### config.mk
export PLATFORM = sky130hd
export DESIGN_NAME = quadtree_image_decoder
export DESIGN_NICKNAME = d
export VERILOG_FILES = /design/src/rtl/qtd_pkg.sv /design/src/rtl/qtd_cfg_regs.sv /design/src/rtl/quadtree_image_decoder.sv
export SDC_FILE = /design/constraint.sdc
export NUM_CORES = 2
export LEC_CHECK = 0
export BUFFER_PORTS_ARGS = -buffer_cell sky130_fd_sc_hd__clkbuf_2
export CAP_MARGIN = 5
export CORE_MARGIN = 1
export CORE_UTILIZATION = 31
export CTS_CLUSTER_DIAMETER = 150
export DETAILED_ROUTE_END_ITERATION = 10
export GPL_TIMING_DRIVEN = 0
export SLEW_MARGIN = 10
export SYNTH_ARGS = -nofsm -noshare
export SYNTH_HDL_FRONTEND = slang
export SYNTH_SLANG_ARGS = --single-unit
### constraint.sdc
create_clock -name i_clk -period 6.55 [get_ports i_clk]
set_input_delay 0.9825 -clock i_clk [delete_from_list [all_inputs] [get_ports i_clk]]
set_output_delay 0.9825 -clock i_clk [all_outputs]
set_load 0.005 [all_outputs]
### src/rtl/qtd_pkg.sv
// Shared types, constants and helpers for the quadtree image decoder.
// No dependencies; imported by qtd_cfg_regs and quadtree_image_decoder.
package qtd_pkg;

    localparam int MAX_DEPTH  = 16;
    localparam int COORD_BITS = 16;
    localparam int LVL_W      = (MAX_DEPTH > 1) ? $clog2(MAX_DEPTH) : 1;
    localparam int OUT_W      = 16;
    localparam logic [7:0] OPAQUE = 8'hff;

    localparam int ADDR_W = 4;
    localparam logic [1:0] REG_WIDTH  = 2'd0;
    localparam logic [1:0] REG_HEIGHT = 2'd1;
    localparam logic [1:0] REG_LEAF   = 2'd2;
    localparam logic [1:0] REG_SPLIT  = 2'd3;

    localparam logic [1:0] LAST_CHILD = 2'd3;

    localparam logic KIND_FILL     = 1'b0;
    localparam logic KIND_OVERFLOW = 1'b1;

    typedef logic [COORD_BITS-1:0] t_coord;
    typedef logic [LVL_W-1:0]      t_level;

    typedef struct packed {
        t_coord x1;
        t_coord y1;
        t_coord x2;
        t_coord y2;
    } t_region;

    typedef struct packed {
        logic [15:0] width;
        logic [15:0] height;
        logic [7:0]  leaf;
        logic [7:0]  split;
    } t_cfg;

    function automatic t_coord midpoint(t_coord a, t_coord b);
        logic [COORD_BITS:0] s;
        s = {1'b0, a} + {1'b0, b};
        return s[COORD_BITS:1];
    endfunction

    function automatic t_region child_of(t_region p, logic [1:0] k);
        t_region c;
        t_coord  mx;
        t_coord  my;
        mx   = midpoint(p.x1, p.x2);
        my   = midpoint(p.y1, p.y2);
        c.x1 = k[0] ? mx   : p.x1;
        c.x2 = k[0] ? p.x2 : mx;
        c.y1 = k[1] ? my   : p.y1;
        c.y2 = k[1] ? p.y2 : my;
        return c;
    endfunction

endpackage

### src/rtl/qtd_cfg_regs.sv
// APB register file for the quadtree image decoder.
// Depends on qtd_pkg for the register map and the t_cfg bundle.
module qtd_cfg_regs
    import qtd_pkg::*;
(
    input  logic              i_clk,
    input  logic              i_rst_n,
    input  logic              psel,
    input  logic              penable,
    input  logic              pwrite,
    input  logic [ADDR_W-1:0] paddr,
    input  logic [31:0]       pwdata,
    output logic [31:0]       prdata,
    output logic              pready,
    output t_cfg              o_cfg
);

    t_cfg r_cfg;
    logic w_wr;

    assign pready = 1'b1;
    assign w_wr   = psel & penable & pwrite;
    assign o_cfg  = r_cfg;

    always_ff @(posedge i_clk) begin
        if (!i_rst_n) begin
            r_cfg.width  <= 16'd256;
            r_cfg.height <= 16'd256;
            r_cfg.leaf   <= 8'd0;
            r_cfg.split  <= 8'd1;
        end else if (w_wr) begin
            case (paddr[3:2])
                REG_WIDTH:  r_cfg.width  <= pwdata[15:0];
                REG_HEIGHT: r_cfg.height <= pwdata[15:0];
                REG_LEAF:   r_cfg.leaf   <= pwdata[7:0];
                REG_SPLIT:  r_cfg.split  <= pwdata[7:0];
                default: ;
            endcase
        end
    end

    always_comb begin
        case (paddr[3:2])
            REG_WIDTH:  prdata = {16'd0, r_cfg.width};
            REG_HEIGHT: prdata = {16'd0, r_cfg.height};
            REG_LEAF:   prdata = {24'd0, r_cfg.leaf};
            REG_SPLIT:  prdata = {24'd0, r_cfg.split};
            default:    prdata = 32'd0;
        endcase
    end

endmodule

### src/rtl/quadtree_image_decoder.sv
// Quadtree image decoder top level: byte stream in, fill rectangles out.
// Depends on qtd_pkg and qtd_cfg_regs.
//
//   channel  direction  beat
//   s        in         tdata[7:0] stream_byte
//   m        out        tdata x_left,y_top,x_right,y_bottom,red,green,blue; tuser kind;
//                       tlast image_done
//   apb      in/out     root width, root height, leaf code, split code
//
// One byte per cycle sustained when not stalled; a byte is held in the input register and
// its result (if any) appears in the output register in the cycle after it is decoded.
// The decode step is a priority pop over the child-index stack plus the x and y midpoint adds.
// A byte that yields a result stalls only while the output register is full and m is
// not ready. Synchronous reset returns the decoder to the root; no clearing pass.
module quadtree_image_decoder
    import qtd_pkg::*;
(
    input  logic              i_clk,
    input  logic              i_rst_n,
    input  logic              i_s_tvalid,
    output logic              o_s_tready,
    input  logic [7:0]        i_s_tdata,   // [7:0] stream_byte
    output logic              o_m_tvalid,
    input  logic              i_m_tready,
    output logic [87:0]       o_m_tdata,   // x_left, y_top, x_right, y_bottom, red, green, blue
    output logic              o_m_tuser,   // kind
    output logic              o_m_tlast,   // image_done
    input  logic              psel,
    input  logic              penable,
    input  logic              pwrite,
    input  logic [ADDR_W-1:0] paddr,
    input  logic [31:0]       pwdata,
    output logic [31:0]       prdata,
    output logic              pready
);

    localparam logic [1:0] PH_MARK  = 2'd0;
    localparam logic [1:0] PH_RED   = 2'd1;
    localparam logic [1:0] PH_GREEN = 2'd2;
    localparam logic [1:0] PH_BLUE  = 2'd3;

    t_cfg w_cfg;

    qtd_cfg_regs u_regs (
        .i_clk   (i_clk),
        .i_rst_n (i_rst_n),
        .psel    (psel),
        .penable (penable),
        .pwrite  (pwrite),
        .paddr   (paddr),
        .pwdata  (pwdata),
        .prdata  (prdata),
        .pready  (pready),
        .o_cfg   (w_cfg)
    );

    logic        r_in_valid;
    logic [7:0]  r_in_byte;

    t_level      r_level;
    logic [1:0]  r_phase;
    logic [7:0]  r_red;
    logic [7:0]  r_green;
    t_region     r_cur;
    logic [1:0]  r_child [MAX_DEPTH];
    t_region     r_par   [MAX_DEPTH];

    logic        r_out_valid;
    logic        r_out_kind;
    logic        r_out_done;
    t_region     r_out_reg;
    logic [7:0]  r_out_red;
    logic [7:0]  r_out_green;
    logic [7:0]  r_out_blue;

    t_region     w_root;
    t_region     w_cur;
    t_region     w_pop_parent;
    t_level      w_pop;
    logic        w_found;
    logic        w_fire;
    logic        w_emit;
    logic        w_kind;
    logic [7:0]  w_blue;
    logic        w_finish;
    logic        w_push;
    logic        w_can_push;
    logic [LVL_W:0] w_level_inc;

    logic [1:0]  n_phase;

    assign w_root.x1 = '0;
    assign w_root.y1 = '0;
    assign w_root.x2 = t_coord'(w_cfg.width);
    assign w_root.y2 = t_coord'(w_cfg.height);
    assign w_cur     = (r_level == '0) ? w_root : r_cur;

    assign w_level_inc = {1'b0, r_level} + {{LVL_W{1'b0}}, 1'b1};
    assign w_can_push  = (w_level_inc < (LVL_W + 1)'(MAX_DEPTH));

    always_comb begin
        w_pop   = '0;
        w_found = 1'b0;
        for (int i = 1; i < MAX_DEPTH; i++) begin
            if (LVL_W'(i) <= r_level && r_child[i] != LAST_CHILD) begin
                w_pop   = LVL_W'(i);
                w_found = 1'b1;
            end
        end
    end

    assign w_pop_parent = (w_pop == t_level'(1)) ? w_root : r_par[w_pop];

    always_comb begin
        w_emit   = 1'b0;
        w_kind   = KIND_FILL;
        w_blue   = 8'd0;
        w_finish = 1'b0;
        w_push   = 1'b0;
        n_phase  = PH_MARK;
        case (r_phase)
            PH_RED:   n_phase = PH_GREEN;
            PH_GREEN: n_phase = PH_BLUE;
            PH_BLUE: begin
                w_emit   = 1'b1;
                w_blue   = r_in_byte;
                w_finish = 1'b1;
            end
            PH_MARK: begin
                if (r_in_byte == w_cfg.leaf) begin
                    n_phase = PH_RED;
                end else if (r_in_byte == w_cfg.split) begin
                    if (w_can_push) begin
                        w_push = 1'b1;
                    end else begin
                        w_emit   = 1'b1;
                        w_kind   = KIND_OVERFLOW;
                        w_finish = 1'b1;
                    end
                end else begin
                    w_finish = 1'b1;
                end
            end
            default: ;
        endcase
    end

    assign w_fire     = r_in_valid && (!w_emit || !r_out_valid || i_m_tready);
    assign o_s_tready = !r_in_valid || w_fire;

    always_ff @(posedge i_clk) begin
        if (!i_rst_n) begin
            r_in_valid <= 1'b0;
        end else if (o_s_tready) begin
            r_in_valid <= i_s_tvalid;
        end
    end

    always_ff @(posedge i_clk) begin
        if (o_s_tready && i_s_tvalid) begin
            r_in_byte <= i_s_tdata;
        end
    end

    always_ff @(posedge i_clk) begin
        if (!i_rst_n) begin
            r_level <= '0;
            r_phase <= PH_MARK;
            r_red   <= 8'd0;
            r_green <= 8'd0;
            for (int i = 0; i < MAX_DEPTH; i++) begin
                r_child[i] <= 2'd0;
            end
        end else if (w_fire) begin
            r_phase <= n_phase;
            if (r_phase == PH_RED) begin
                r_red <= r_in_byte;
            end
            if (r_phase == PH_GREEN) begin
                r_green <= r_in_byte;
            end
            if (w_push) begin
                r_level                         <= w_level_inc[LVL_W-1:0];
                r_child[w_level_inc[LVL_W-1:0]] <= 2'd0;
            end else if (w_finish) begin
                if (w_found) begin
                    r_level        <= w_pop;
                    r_child[w_pop] <= r_child[w_pop] + 2'd1;
                end else begin
                    r_level <= '0;
                end
            end
        end
    end

    always_ff @(posedge i_clk) begin
        if (w_fire && w_push) begin
            r_cur                         <= child_of(w_cur, 2'd0);
            r_par[w_level_inc[LVL_W-1:0]] <= w_cur;
        end else if (w_fire && w_finish && w_found) begin
            r_cur <= child_of(w_pop_parent, r_child[w_pop] + 2'd1);
        end
    end

    always_ff @(posedge i_clk) begin
        if (!i_rst_n) begin
            r_out_valid <= 1'b0;
        end else if (w_fire && w_emit) begin
            r_out_valid <= 1'b1;
        end else if (i_m_tready) begin
            r_out_valid <= 1'b0;
        end
    end

    always_ff @(posedge i_clk) begin
        if (w_fire && w_emit) begin
            r_out_kind  <= w_kind;
            r_out_done  <= !w_found;
            r_out_reg   <= w_cur;
            r_out_red   <= (w_kind == KIND_FILL) ? r_red : 8'd0;
            r_out_green <= (w_kind == KIND_FILL) ? r_green : 8'd0;
            r_out_blue  <= w_blue;
        end
    end

    assign o_m_tvalid = r_out_valid;
    assign o_m_tuser  = r_out_kind;
    assign o_m_tlast  = r_out_done;
    assign o_m_tdata  = {r_out_blue, r_out_green, r_out_red,
                         OUT_W'(r_out_reg.y2), OUT_W'(r_out_reg.x2),
                         OUT_W'(r_out_reg.y1), OUT_W'(r_out_reg.x1)};

    a_level_range: assert property (@(posedge i_clk) disable iff (!i_rst_n)
        ({1'b0, r_level} < (LVL_W + 1)'(MAX_DEPTH)))
        else $error("stack level out of range");

    a_done_to_root: assert property (@(posedge i_clk) disable iff (!i_rst_n)
        (w_fire && w_finish && !w_found) |=> (r_level == '0))
        else $error("root completion did not return to level zero");

    a_overflow_black: assert property (@(posedge i_clk) disable iff (!i_rst_n)
        (r_out_valid && r_out_kind == KIND_OVERFLOW) |->
            (r_out_red == 8'd0 && r_out_green == 8'd0 && r_out_blue == 8'd0))
        else $error("overflow result carries a color");

    a_in_hold: assert property (@(posedge i_clk) disable iff (!i_rst_n)
        (r_in_valid && !w_fire) |=> (r_in_valid && $stable(r_in_byte)))
        else $error("stalled input byte lost");

    a_no_push_in_color: assert property (@(posedge i_clk) disable iff (!i_rst_n)
        (r_phase != PH_MARK) |-> !w_push)
        else $error("split taken while collecting color bytes");

endmodule
**Word level (Yosys, flattened, before mapping)**

Memories as Yosys holds them, arrays and structs flattened.
Cells that the tools add are included.

- Register bits: 234
- Latch bits: 0
- RAM bits: 1056
- ROM bits: 0
- Bits of input ports: 51
- Output and inout port bits: 125
- Logic and storage cells: 194
- Memories kept: 2

Memory list:

| name | words | bits a word | read ports | clocked after memory_dff | write ports | line | RTL |
|---|---|---|---|---|---|---|---|
| r_par | 16 | 64 | 1 | 0 | 1 | quadtree_image_decoder.sv:66 | `t_region r_par [MAX_DEPTH];` |
| r_child | 16 | 2 | 16 | 0 | 16 | quadtree_image_decoder.sv:65 | `logic [1:0] r_child [MAX_DEPTH];` |

- $add $sub $neg: 6
- Multipliers: 0
- Divide/modulo/power cells: 0
- $lt $le $gt $ge: 16
- Equality and inequality tests: 24
- Shift operators: 0
- Muxes and demuxes: 77
- Bitwise logic cells: 2
- Reduce and logical (&&, ||, !) cells: 43

Operators by type and width:

| operator | number |
|---|---|
| two-way mux 64 bit | 4 |
| case mux 32 bit (4 select lines) | 1 |
| two-way mux 4 bit | 19 |
| adder 16 x 16 -> 17 bit | 4 |
| two-way mux 16 bit | 4 |
| two-way mux 1 bit | 44 |
| less-or-equal comparator 4 bit (first input constant) | 8 |
| != test 2 bit (second input constant) | 15 |
| logical AND 1 bit | 21 |
| == test 8 bit | 2 |
| less-or-equal comparator 3 x 4 -> 1 bit (first input constant) | 4 |
| AND reduction 2 bit | 7 |
| == test 2 bit (second input constant) | 4 |
| less-or-equal comparator 2 x 4 -> 1 bit (first input constant) | 2 |
| case mux 2 bit (3 select lines) | 1 |
| nonzero test 2 bit | 3 |
| adder 4 x 1 -> 5 bit (second input constant) | 1 |
| < comparator 5 bit (second input constant) | 1 |
| == test 2 x 1 -> 1 bit (second input constant) | 2 |
| == test 4 x 1 -> 1 bit (second input constant) | 1 |
| less-or-equal comparator 1 x 4 -> 1 bit (first input constant) | 1 |
| logical NOT 1 bit | 4 |
| logical NOT 2 bit | 2 |
| logical NOT 4 bit | 1 |
| 6 further kinds | 12 |

**Logic depth before layout (Yosys ltp)**

An unclocked memory read counts as a cell.

- Depth in word-level cells: 26
- Gate-level depth with buffers: 33
- Depth with buffers taken out: 27

**Modules after synthesis**

Synthesis repeated with hierarchy kept, for this count alone.

- Cell total of the unflattened synthesis: 4257
- Area, all modules: 53113.4 um^2

By module, submodules not included:

| module | instances | cells an instance | area each (um^2) | sequential area each (um^2) |
|---|---|---|---|---|
| quadtree_image_decoder | 1 | 4031 | 50832.5 | 35133.7 |
| qtd_cfg_regs | 1 | 226 | 2280.9 | 960.9 |

**Least setup slack after synthesis**

No wires, ideal clock.

- Path type: flip-flop to flip-flop
- From: reg r_in_byte[6]
- To: reg r_out_reg, in the netlist o_m_tdata[0] (enable)
- Setup time: 541 ps
- Arrival time: 5684 ps
- Required time: 6009 ps
- Setup slack: 325 ps
- Cell stages (with the launch flop): 10
- Path buffers: 1
- Clock period less this slack: 6225 ps
- Path through: edfxtp_1 > xor2_1 > nor4_1 > a21boi_1 > and3_1 > clkbuf_1 > o21bai_1 > nor2b_1 > nand2b_1 > nor2_1

- Word-level cells in the longest chain between the ends: 9
- Elaborated cells between the ends (all ways): 10
- Those cells by class: eq/ne: 2; mux: 3; reduce/logical: 5

Ends and longest elaborated chain:

| element | line | RTL |
|---|---|---|
| start, declared | quadtree_image_decoder.sv:58 | `logic [7:0] r_in_byte;` |
| start signal, assigned | quadtree_image_decoder.sv:161 | `r_in_byte <= i_s_tdata;` |
| == test 8 bit | quadtree_image_decoder.sv:132 | `end else if (r_in_byte == w_cfg.split) begin` |
| two-way mux 1 bit | quadtree_image_decoder.sv:132 |  |
| two-way mux 1 bit * | quadtree_image_decoder.sv:130 | `if (r_in_byte == w_cfg.leaf) begin` |
| case mux 1 bit (2 select lines) * | quadtree_image_decoder.sv:121 | `case (r_phase)` |
| logical NOT 1 bit | quadtree_image_decoder.sv:148 | `assign w_fire = r_in_valid && (!w_emit \|\| !r_out_valid \|\| i_m_tready);` |
| logical OR 1 bit (2 in series) | quadtree_image_decoder.sv:148 |  |
| logical AND 1 bit | quadtree_image_decoder.sv:148 |  |
| logical AND 1 bit * | quadtree_image_decoder.sv:216 | `if (w_fire && w_emit) begin` |
| end signal, assigned | quadtree_image_decoder.sv:219 | `r_out_reg <= w_cur;` |
| end, declared | quadtree_image_decoder.sv:71 | `t_region r_out_reg;` |

Every way passes the cells marked *; elsewhere a longest branch is shown, timed or not.
A chain may end at the register's enable or synchronous reset.

**Worst setup path in the final report**

- From: reg r_level[0]
- To: reg r_cur[45] (netlist name), data pin

- Word-level cells in the longest chain between the ends: 23
- Elaborated cells between the ends (all ways): 71
- Those cells by class: add/sub: 3; order compare: 16; eq/ne: 1; mux: 28; reduce/logical: 21; memory: 2

Ends and longest elaborated chain:

| element | line | RTL |
|---|---|---|
| start, declared | quadtree_image_decoder.sv:60 | `t_level r_level;` |
| start signal, assigned | quadtree_image_decoder.sv:183 | `r_level <= w_level_inc[LVL_W-1:0];` |
| start signal, assigned | quadtree_image_decoder.sv:187 | `r_level <= w_pop;` |
| less-or-equal comparator 1 x 4 -> 1 bit | quadtree_image_decoder.sv:105 | `if (LVL_W'(i) <= r_level && r_child[i] != LAST_CHILD) begin` |
| logical AND 1 bit | quadtree_image_decoder.sv:105 |  |
| two-way mux 1 bit | quadtree_image_decoder.sv:105 |  |
| two-way mux 4 bit (14 in series) | quadtree_image_decoder.sv:105 |  |
| memory read (16 x 64 bit) / == test 4 x 1 -> 1 bit (equally long branches) | n/a |  |
| two-way mux 64 bit | quadtree_image_decoder.sv:112 | `assign w_pop_parent = (w_pop == t_level'(1)) ? w_root : r_par[w_pop];` |
| adder 16 x 16 -> 17 bit | qtd_pkg.sv:41 | `s = {1'b0, a} + {1'b0, b};` |
| two-way mux 16 bit | qtd_pkg.sv:53 | `c.y1 = k[1] ? my : p.y1;` |
| two-way mux 64 bit | quadtree_image_decoder.sv:200 | `end else if (w_fire && w_finish && w_found) begin` |
| two-way mux 64 bit * | quadtree_image_decoder.sv:197 | `if (w_fire && w_push) begin` |
| end signal, assigned | quadtree_image_decoder.sv:198 | `r_cur <= child_of(w_cur, 2'd0);` |
| end signal, assigned | quadtree_image_decoder.sv:201 | `r_cur <= child_of(w_pop_parent, r_child[w_pop] + 2'd1);` |
| end, declared | quadtree_image_decoder.sv:64 | `t_region r_cur;` |

Every way passes the cells marked *; elsewhere a longest branch is shown, timed or not. The select of a mux whose other input is x is not followed.

==> impl_metrics.py <==
metrics = {
    "grt": {
        "grt_overflow": 0,
        "grt_start_max_net_pins": 42,
        "grt_usage": 0.230,
        "grt_pass1_wl_mm": 281,
        "antenna_found_initial": 10,
        "grt_pass1_vias": 36100,
    },
    "clocking": {
        "clkTransAtPathRegs_ns": 0.06,
        "clockBufferDepth": 3,
        "cts_tree": "yes",
        "clk_latency_ns": 0.82,
        "cts.sinks": 1226,
        "cts_root_buffer": "clkbuf_16",
        "cts_buffers": 132,
        "cts-htree-levels": 4,
    },
    "floorplan": {
        "row_count": 151,
        "die_w_um": 416,
        "io_pins": 176,
        "die_y_um": 416,
        "dieArea_sq_um": 173000,
        "initial_utilization": 0.313,
        "core_area_sq_um": 170000,
    },
    "finish": {
        "post-route-cell-area_sq_um": 64200,
        "area_growth_pct": 20.7,
        "drive_above_1_share": 0.180,
        "layout.nets": 4683,
        "fillers": 16000,
        "final_cells": 6881,
        "post-route-util": 0.378,
    },
    "worst_setup_path": {
        "cp_common_cell": "buf_12",
        "crit_required_ns": 7.03,
        "cpPeakStageDelay_ns": 0.41,
        "worstReg2RegEnd": "r_cur[45]",
        "r2r_setup_slack_ns": -0.03,
        "crit_path_end_kind": "flop",
        "cp-start-kind": "flop",
        "worstPathArrival_ns": 7.06,
        "r2r-start": "r_level[0]",
        "worstSetupPathType": "reg -> reg",
        "r2r_cells": 31,
        "crit_slowest_cell": "o41a_1",
        "worst-path-max-fanout": 10,
    },
    "placement": {
        "port_buffers": 140,
        "detailed_place.area_sq_um": 57300,
        "dp_cells": 6588,
        "gp_congestion": 1.01,
        "dp_hpwl_mm": 142,
    },
    "synthesis": {
        "yosys.area_share.simple": 0.137,
        "syn_area_sq_um": 53200,
        "synth_top_family_by_area": "simple AND/OR/NAND/NOR gates",
        "synth_top_area_cell": "edfxtp_1",
        "synthCells": 4192,
        "synth-seq-cells": 1226,
        "ys_async_sr_fraction": 0,
        "synth_adder_area_share": 0.0180,
        "synth_edf_count": 1154,
        "ys.flop_type": "edfxtp_1",
        "ys_top_cells_by_area": "edfxtp_1 (65%), nand2_1 (7.1%), dfxtp_1 (2.7%)",
        "syn_avg_cell_area_sq_um": 12.7,
        "yosys.cell_types.count": 93,
        "yosysWarnings": 0,
        "synth_top_cell_area_share": 0.652,
        "synthXorXnorAreaFrac": 0.0102,
        "synthMuxAreaShare": 0.0316,
        "synth_seq_area_share": 0.679,
        "synth_compound_area_frac": 0.0974,
    },
    "drt": {
        "wl_mm": 205,
        "vias": 38700,
        "drtPass1Iterations": 9,
        "viasPerCell": 5.62,
        "antenna_left": 0,
        "wl_per_cell_um": 29.7,
        "drtIter0Drc": 5936,
        "drc": 0,
    },
    "pwr": {
        "finalPower_mw": 16.7,
        "leakage_nw": 23.2,
        "p_per_area_nw_per_um2": 260,
        "peakVddDrop_mv": 0.170,
    },
    "worst_hold_path": {
        "hold_end": "r_in_byte[7]",
        "hold_depth": 1,
        "worstHoldPathType": "in -> reg",
        "min_from": "i_s_tdata[7]",
    },
    "sta": {
        "setup_ws_ns": -0.0342,
        "setup-tns-final_ns": -0.0412,
        "finalCriticalPeriod_ns": 6.58,
        "clock_skew_ns": 0.0633,
        "worst_pin_slew_ns": 1.28,
        "drv_slew": 0,
        "grt_setup_unrepaired": "true",
        "setup_viol": 2,
        "fmax_mhz": 152,
        "finalHoldViolCount": 0,
        "min_period_over_period": 1.01,
        "slew_headroom": 0.146,
    },
    "outcome": {
        "outcome": "complete, but fails checks",
        "violations": "setup timing",
    },
    "flow_run": {
        "maxCapViolCount": 0,
    },
}
## critical path, delay by kind of cell, from the launching register on
| family | cells | cell delay, ns |
|---|---|---|
| adder cells (fa/ha/maj) | 2 | 0.46 |
| flip-flops | 1 | 0.36 |
| AND/OR/NAND/NOR | 3 | 0.51 |
| AO/OA/AOI/OAI | 17 | 3.46 |
| XOR/XNOR | 1 | 0.19 |
| buffers and inverters | 8 | 1.23 |
## cell families (layout without fill, tap and decap cells)
kind of cell | count (synthesis) | after routing
AOI/OAI and AO/OA | 751 | 751
adders and majority gates | 74 | 74
muxes | 118 | 118
other | 2 | 21
xor gates and xnor gates | 60 | 60
buffers and inverters | 314 | 766
and+or+nand+nor | 1647 | 1647
DFF | 1226 | 1226
## cell type report
type	instances	area, sq um	share of cell area
flip-flops and latches	1226	36100	0.562
multi-input cells	2669	16500	0.257
clock buffers	161	3440	0.0536
well taps	2218	2780	0.0432
plain buffers	274	2410	0.0375
repair buffers	218	1700	0.0265
clock inverters	76	1140	0.0177
inverters	37	150	0.00234
diodes	2	5.00	0.0000780
## through the flow
stage	hold WS [ns]	setup slack, ns
floorplan	0.439	0.325
global placement	0.449	-3.63
global route	0.385	-0.0833
finish	0.403	-0.0342
CTS	0.352	-0.0769
detailed placement	0.453	-2.84
## power by group
part           internal [mW]  leakage [nW]  switching, mW  total [mW]
logic                  0.100          9.48          0.198       0.298
clock network           4.51          2.19           3.37        7.88
registers               8.49          11.5         0.0322        8.52
## registers in the layout (all words and copies together) (netlist names)
signal        flops
r_green           8
r_out_green       8
r_red             8
o_m_tvalid        1
r_in_valid        1
o_m_tuser         1
r_in_byte         8
r_phase           2
u_regs.o_cfg     48
r_par           960
o_m_tlast         1
r_out_blue        8
o_m_tdata        64
r_child          32
r_cur            64
r_out_red         8
r_level           4
## layout by cell type, fill, tap and decap left out, types with 22 or more instances in the layout
cell and count:
a21oi_1 169, mux2_2 31, nor3_1 44, nor2_1 120
a31oi_1 63, nand3_1 147, o21ai_0 105, buf_16 22
mux4_2 36, xor2_1 22, and2_1 48, xnor2_1 34
mux2i_1 48, buf_4 103, a221oi_1 22, a21o_1 27
clkbuf_16 137, edfxtp_1 1154, buf_6 37, ha_1 66
buf_12 25, dfxtp_1 70, inv_1 33, nor2b_1 46
a311oi_1 100, and3_1 140, clkbuf_1 93, nand2_1 1000
a21boi_0 55, clkbuf_2 170
## cell usage after synthesis (all sizes together), types with 4 or more instances
cell type and instances:
buf 151, inv 37, dfxtp 72, or2 4, o21ai 132, a31oi 75, nor3b 7, and2 67
clkbuf 126, edfxtp 1154, a21boi 61, o211ai 16, nand3 148, nor3 50, a21o 27, o31ai 6
a21oi 181, o21a 16, mux2 34, xor2 24, mux2i 48, nand2b 9, a211o 7, a22oi 10
a2bb2oi 10, a311oi 111, nand2 1007, ha 70, or3 10, nand4 12, a211oi 14, mux4 36
a221oi 35, fa 4, nor2b 46, nor4 20, nor2 123, and3 140, a31o 7, xnor2 36
## worst max path at each step
stage,to,cells after the start,slack [ns],start
3_5_place_dp,r_cur[29],31,-2.84,r_level[0]
3_3_place_gp,o_m_tdata[44],9,-3.63,r_in_byte[1]
2_1_floorplan,o_m_tdata[0],9,0.33,r_in_byte[6]
6_report,r_cur[45],31,-0.03,r_level[0]
5_1_grt,r_cur[45],31,-0.08,r_level[0]
4_1_cts,r_cur[29],32,-0.08,r_level[1]
## per-layer routing
metal,up-vias,share of wire,GRT usage
met5,-,0.00057,0
met4,8,0.053,0.115
li1,16300,-,-
met3,445,0.12,0.0618
met2,2576,0.44,0.347
met1,19400,0.39,0.305
## timing repair
item / CTS / global route
setup buffers: 36 / 21
endpoints found under the setup margin: 64 / 29
hold buffers: 0 / 0
pin swaps: 30 / 35
gates cloned: 0 / 1
gates resized for setup: 376 / 135
Power figures use the tool's default switching activity.
